## src/rtl/ppj_pkg.sv

```systemverilog
// Shared types, widths, codes and the divider step for the 3x4 projection block.
// Used by every module of the block; depends on nothing.
`default_nettype none
package ppj_pkg;

	localparam int COEF_W = 32;
	localparam int ACC_W  = 66;
	localparam int MAG_W  = 64;
	localparam int Q_W    = 32;
	localparam int STEPS  = 32;
	localparam int NREGS  = 6;
	localparam int IDX_W  = 3;

	localparam logic [1:0] ST_OK    = 2'd0;
	localparam logic [1:0] ST_WZERO = 2'd1;
	localparam logic [1:0] ST_SAT   = 2'd2;

	// matrix entries, [row][col]
	typedef logic [2:0][3:0][COEF_W-1:0] mat_t;

	typedef struct packed {
		logic signed [ACC_W-1:0] x;
		logic signed [ACC_W-1:0] y;
		logic signed [ACC_W-1:0] w;
	} sum_t;

	typedef struct packed {
		logic [MAG_W-1:0] ru;
		logic [MAG_W-1:0] rv;
		logic [Q_W-1:0]   qu;
		logic [Q_W-1:0]   qv;
		logic [Q_W-1:0]   fu;
		logic [Q_W-1:0]   fv;
		logic [MAG_W-1:0] d;
		logic             negu;
		logic             negv;
		logic             satu;
		logic             satv;
		logic             zero;
	} div_t;

	typedef struct packed {
		logic [Q_W:0] qu;
		logic [Q_W:0] qv;
		logic         negu;
		logic         negv;
		logic         satu;
		logic         satv;
		logic         zero;
	} res_t;

	// one restoring step: bring in the next numerator bit, subtract if it fits
	function automatic div_t div_step(input div_t a);
		div_t         b;
		logic [MAG_W:0] r2u;
		logic [MAG_W:0] r2v;
		logic         geu;
		logic         gev;
		b   = a;
		r2u = {a.ru, a.fu[Q_W-1]};
		r2v = {a.rv, a.fv[Q_W-1]};
		geu = r2u >= {1'b0, a.d};
		gev = r2v >= {1'b0, a.d};
		b.ru = geu ? MAG_W'(r2u - {1'b0, a.d}) : r2u[MAG_W-1:0];
		b.rv = gev ? MAG_W'(r2v - {1'b0, a.d}) : r2v[MAG_W-1:0];
		b.qu = {a.qu[Q_W-2:0], geu};
		b.qv = {a.qv[Q_W-2:0], gev};
		b.fu = {a.fu[Q_W-2:0], 1'b0};
		b.fv = {a.fv[Q_W-2:0], 1'b0};
		return b;
	endfunction

endpackage
`default_nettype wire

```

## src/rtl/ppj_prep.sv

```systemverilog
// Magnitudes, signs, zero-w and early overflow check; seeds the divider.
// Depends on ppj_pkg.
`default_nettype none
module ppj_prep import ppj_pkg::*; (
	input  wire logic clk,
	input  wire logic arst_n,
	input  wire logic in_valid,
	output logic      in_ready,
	input  wire sum_t sums,
	output logic      out_valid,
	input  wire logic out_ready,
	output div_t      seed
);

	logic [MAG_W-1:0] xm_s3, ym_s3, wm_s3;
	logic             xn_s3, yn_s3, wn_s3;
	div_t             seed_s4, seed_d;
	logic             v_s3, v_s4, adv3, adv4;

	assign adv4     = !v_s4 || out_ready;
	assign adv3     = !v_s3 || adv4;
	assign in_ready = adv3;

	function automatic logic [MAG_W-1:0] mag(input logic signed [ACC_W-1:0] a);
		logic [ACC_W-1:0] m;
		m = a[ACC_W-1] ? (~a + ACC_W'(1)) : a;
		return m[MAG_W-1:0];
	endfunction

	// quotient of 2^32 or more saturates; else the top 48 bits seed the remainder
	always_comb begin
		seed_d      = '0;
		seed_d.d    = wm_s3;
		seed_d.zero = wm_s3 == '0;
		seed_d.negu = xn_s3 ^ wn_s3;
		seed_d.negv = yn_s3 ^ wn_s3;
		seed_d.satu = {16'h0, xm_s3} >= {wm_s3, 16'h0};
		seed_d.satv = {16'h0, ym_s3} >= {wm_s3, 16'h0};
		seed_d.ru   = {16'h0, xm_s3[MAG_W-1:16]};
		seed_d.rv   = {16'h0, ym_s3[MAG_W-1:16]};
		seed_d.fu   = {xm_s3[15:0], 16'h0};
		seed_d.fv   = {ym_s3[15:0], 16'h0};
	end

	always_ff @(posedge clk or negedge arst_n) begin
		if (!arst_n) begin
			v_s3 <= 1'b0;
			v_s4 <= 1'b0;
		end else begin
			if (adv3) v_s3 <= in_valid;
			if (adv4) v_s4 <= v_s3;
		end
	end

	always_ff @(posedge clk) begin
		if (adv3 && in_valid) begin
			xm_s3 <= mag(sums.x);
			ym_s3 <= mag(sums.y);
			wm_s3 <= mag(sums.w);
			xn_s3 <= sums.x[ACC_W-1];
			yn_s3 <= sums.y[ACC_W-1];
			wn_s3 <= sums.w[ACC_W-1];
		end
		if (adv4 && v_s3) seed_s4 <= seed_d;
	end

	assign out_valid = v_s4;
	assign seed      = seed_s4;

endmodule
`default_nettype wire

```

## config.mk

```make
export PLATFORM = sky130hd
export DESIGN_NAME = ppj_prep
export DESIGN_NICKNAME = d
export VERILOG_FILES = /design/src/rtl/ppj_pkg.sv /design/src/rtl/ppj_prep.sv
export SDC_FILE = /design/constraint.sdc
export NUM_CORES = 1
export LEC_CHECK = 0
export BUFFER_PORTS_ARGS = -buffer_cell sky130_fd_sc_hd__clkbuf_2
export CAP_MARGIN = 20
export CORE_MARGIN = 2
export CORE_UTILIZATION = 30
export DETAILED_ROUTE_END_ITERATION = 8
export PLACE_DENSITY = 0.54
export SLEW_MARGIN = 25
export SYNTH_ARGS = -nofsm -noshare
export SYNTH_HDL_FRONTEND = slang
export SYNTH_SLANG_ARGS = --single-unit
```

## constraint.sdc

```tcl
create_clock -name clk -period 7.9 [get_ports clk]
set_input_delay 1.58 -clock clk [delete_from_list [all_inputs] [get_ports clk]]
set_output_delay 1.58 -clock clk [all_outputs]
set_load 0.005 [all_outputs]
```

=== Word level (Yosys, flattened, before mapping) ===
Index checks and enable logic that the tools add are counted.

* Bits in registers: 394
* Logic and storage cells: 38
* Output and inout port bits: 327
* Bits of input ports: 202

* Add/subtract/negate cells: 3
* Mux-type cells: 3
* Order comparisons: 2
* Bitwise operators: 5
* Reductions and logical operators: 7

{| class="wikitable"
|+ Operators with widths
! cell !! count
|-
| $add 64x2->64 const B || 3
|-
| $mux 64 || 3
|-
| $not 64->64 || 3
|-
| $ge 64x80->1 || 2
|-
| $logic_not 64->1 || 1
|-
| $logic_and 1x1->1 || 2
|-
| $logic_not 1->1 || 2
|-
| $logic_or 1x1->1 || 2
|-
| $xor 1x1->1 || 2
|}

=== Longest topological paths before layout ===
* Word-level depth: 4
* Mapped depth: 8
* Gate-level depth less buffers: 8

=== Worst setup path after synthesis ===
No wires, ideal clock.

* Kind: input port to flip-flop
* Start point: input port out_ready
* End point: register wm_s3[0], enable pin
* Cell stages on the path: 2
* Slack: 1.109 ns
* Path buffers: 0
* Arrival time: 6.211 ns
* Data required time: 7.320 ns
* Cell sequence: nand3b_1 and2_1

* Cells in the longest elaborated chain, start to end: 3

{| class="wikitable"
|+ RTL lines
! what !! RTL line !! RTL
|-
| from (decl) || ppj_prep.sv:11 || <nowiki>input wire logic out_ready,</nowiki>
|-
| $logic_or 1x1->1 || ppj_prep.sv:20 || <nowiki>assign adv4 = !v_s4 || out_ready;</nowiki>
|-
| $logic_or 1x1->1 || ppj_prep.sv:21 || <nowiki>assign adv3 = !v_s3 || adv4;</nowiki>
|-
| $logic_and 1x1->1 || ppj_prep.sv:56 || <nowiki>if (adv3 && in_valid) begin</nowiki>
|-
| to (signal assigned) || ppj_prep.sv:59 || <nowiki>wm_s3 <= mag(sums.w);</nowiki>
|-
| to (decl) || ppj_prep.sv:15 || <nowiki>logic [MAG_W-1:0] xm_s3, ym_s3, wm_s3;</nowiki>
|}

No other way between the ends.
A chain may end at the register's enable or synchronous reset.

=== Worst setup path in the final report ===
* Start point: input port sums[144] in the netlist's numbering
* End point: register xm_s3[63], data pin

* Cells in the longest elaborated chain, start to end: 3

{| class="wikitable"
|+ RTL lines
! what !! RTL line !! RTL
|-
| from (decl) || ppj_prep.sv:9 || <nowiki>input wire sum_t sums,</nowiki>
|-
| $not 64->64 || ppj_prep.sv:26 || <nowiki>m = a[ACC_W-1] ? (~a + ACC_W'(1)) : a;</nowiki>
|-
| $add 64x2->64 || ppj_prep.sv:26 ||
|-
| $mux 64 || ppj_prep.sv:26 ||
|-
| to (signal assigned) || ppj_prep.sv:57 || <nowiki>xm_s3 <= mag(sums.x);</nowiki>
|-
| to (decl) || ppj_prep.sv:15 ||
|}

No other way between the ends.

==> impl_results.md <==
- MaxCap Viol Count: 0
- # nets final: ~2200
- Ys flop type: edfxtp_1
- Critical path buffer and inverter count: 1
- CP endpoint kind: flop
- Worst EP arrival: 4.40 ns
- Detailed Route WL: 59000 um
- Critical path peak fanout: 6
- VDD IR max: 0.143 mV
- Critical Path RT: 8.22 ns
- Antenna-violating nets left: 0
- IO Count: ~530
- DP HPWL: 47400 um
- Slew Limit Fails: 0
- Initial core utilization: between 30% and 40%
- Starting DRT DRC Count: between 900 and 1000
- Gpl congestion: 0.879
- CP peak stage delay: around 0.66 ns
- Critical path cell sequence: clkbuf_2 -> or4_1 -> nand4bb_1 -> nor2_1 -> nand4_1 -> o41ai_1 -> xnor2_1
- Mapped Cells: roughly 1500
- Rows: 93
- CTS Buf Count: 46
- Final instance count without filler cells: 2814
- CORE AREA: 64300 um^2
- Critical path's slowest cell: or4_1
- Area contributors post-synth: edfxtp_1, xnor2_1, ha_1, buf_4, nand2_1
- Number of enable flip-flop cells after synthesis: 392
- Initial antenna violation count: 9
- Area post-placement: 22100 um^2
- Slew headroom: between 40% and 50%
- RSZ-0062 raised after global routing: no
- Largest net degree at the start of global routing: 66
- Seq/Total Area, Yosys: 60.7%
- GRT Total Usage: around 17%
- CP top delay family: simple AND/OR/NAND/NOR gates
- DR vias: 13400
- Pwr/cell area: 230 nW/um^2
- Synthesis Warnings: 0
- Port Buffer Count: 397
- Setup Fix Bufs, Post-CTS: 0
- Synth async-reset ratio: 0.508%
- Worst min path class: reg -> reg
- Max clock buf depth: 3
- First-pass GRT wire length: roughly 84000 um
- Die span in y: 259 um
- Clock slew at the register clock pins of the worst setup and hold paths: ~0.060 ns
- Worst-Margin Slew: 0.885 ns
- Proportion of layout cells with a drive suffix above 1: approximately a quarter
- Hold Vio Cnt, Final: 0
- Cell variety after synth: between 50 and 60
- Max Fclk: 245 MHz
- H-tree Lvls: 2
- Power, Total: 0.00544 W
- Via-to-Cell Ratio: 4.77
- Setup Total Neg Slack: 0 ns
- Skew final: around 0.019 ns
- Mapped Area: about 20000 um^2
- Clk sinks: 394
- Worst setup SP type: input pin
- Filler cells: 6305
- Area share of the largest cell type after synthesis: 60.4%
- Avg Cell Area, Syn: around 13 um^2
- Worst-Skew Late Latency: 0.58 ns
- Final setup viols: 0
- Fin area: 23600 um^2
- Post-CTS Hold Buffers: 0
- Seq cells post-synth: between 300 and 400
- Post-CTS resize count: 0
- Overflow left after global routing: 0
- Min Tclk post-route: 4.09 ns
- # placed instances: 2724
- Crit Path Class: in -> reg
- Remaining DRCs: 0
- 1st-pass router iterations: 5
- WL/cell: around 21 um
- Synth area leader: edfxtp_1
- Status: complete, no violations
- TritonCTS clock tree: built
- Tcrit/Tclk final: around half
- Area delta synth->final: 21.2%
- Commonest cells in the netlist: edfxtp_1, xnor2_1, buf_4
- Clk root buf: clkbuf_16
- Die Footprint: 67000 um^2
- Pleak: ~9 nW
- Chip Width: 259 um
- Top-count cell post-synth: edfxtp_1
- Number of global-route vias before repair: 12900
==> final cells by class <==
cell class                 instances  area (um^2)  share of cell area [%]
sequential                       394        11800                    50.1
inverter                          63          236                    1.00
tap                              855         1070                    4.53
antenna                            6         15.0                  0.0636
multi-input combinational       1002         6850                    29.0
clock inverter                    33          363                    1.54
clock buffer                      51         1170                    4.95
timing repair buffer             410         2080                    8.83
==> kinds of logic after synthesis <==
group | after synthesis | synth area share (%)
AND/OR/NAND/NOR | 360 | 10.1
AO/OA/AOI/OAI | 227 | 7.75
adder cells (fa/ha/maj) | 99 | 6.36
flip-flops | 394 | 60.7
buffers and inverters | 216 | 6.63
other | 1 | 0.0192
XOR/XNOR | 188 | 8.45
==> metal layers <==
metal	vias up	wire [um]	global-route usage (%)
met5	-	22	0
met4	4	1330	4.50
met3	82	3510	3.07
met2	520	28300	28.5
met1	6577	25800	22.5
li1	6232	-	-
==> sequential cells by signal, indices dropped and copies added, names as in the netlist <==
register / count
out_valid: 1
seed: 197
v_s3: 1
wm_s3: 64
wn_s3: 1
xm_s3: 64
xn_s3: 1
ym_s3: 64
yn_s3: 1
==> worst reg2reg max path: cells and delay by family, from the launching register on <==
kind,cells,cell delay [ns]
buf+inv,2,0.46
simple gates,2,0.46
flops,1,0.50
fa+ha+maj,1,0.35
compound gates,4,1.32
==> metrics by stage <==
step	worst slack [ns]	utilization, %	hold WS [ns]
3_5_place_dp	3.16	34.3	0.439
5_1_grt	3.57	36.7	0.460
3_3_place_gp	3.17	34.3	0.433
2_1_floorplan	1.11	-	0.419
4_1_cts	3.77	36.7	0.451
6_report	3.81	36.7	0.448
==> power by group <==
| part | total [W] | switching [W] | internal [W] |
|---|---|---|---|
| combinational | 0.000625 | 0.000378 | 0.000248 |
| clock | 0.00216 | 0.000888 | 0.00128 |
| sequential | 0.00265 | 0.000111 | 0.00254 |
==> cells in the final DEF (no fill, tap or decap), drive strengths merged, types with 36 or more instances in the layout <==
cell type	n
clkbuf	448
edfxtp	392
xnor2	182
conb	128
nand2	106
ha	99
o21ai	70
inv	69
nor4	55
o31ai	52
a21oi	38
nor2	36
==> final timing paths <==
check                           startpoint   endpoint  slack [ns]  cells past startpoint
worst min register to register   xm_s3[51]  seed[296]        0.45                      0
worst max register to register    wm_s3[3]    seed[2]        4.63                      9
min in group asynchronous           arst_n       v_s3        0.79                      1
worst max-delay path             sums[144]  xm_s3[63]        3.81                      7
max in group asynchronous           arst_n  out_valid        7.02                      1
worst min-delay path             xm_s3[51]  seed[296]        0.45                      0
Note: power is estimated with default switching activity, not from simulation.
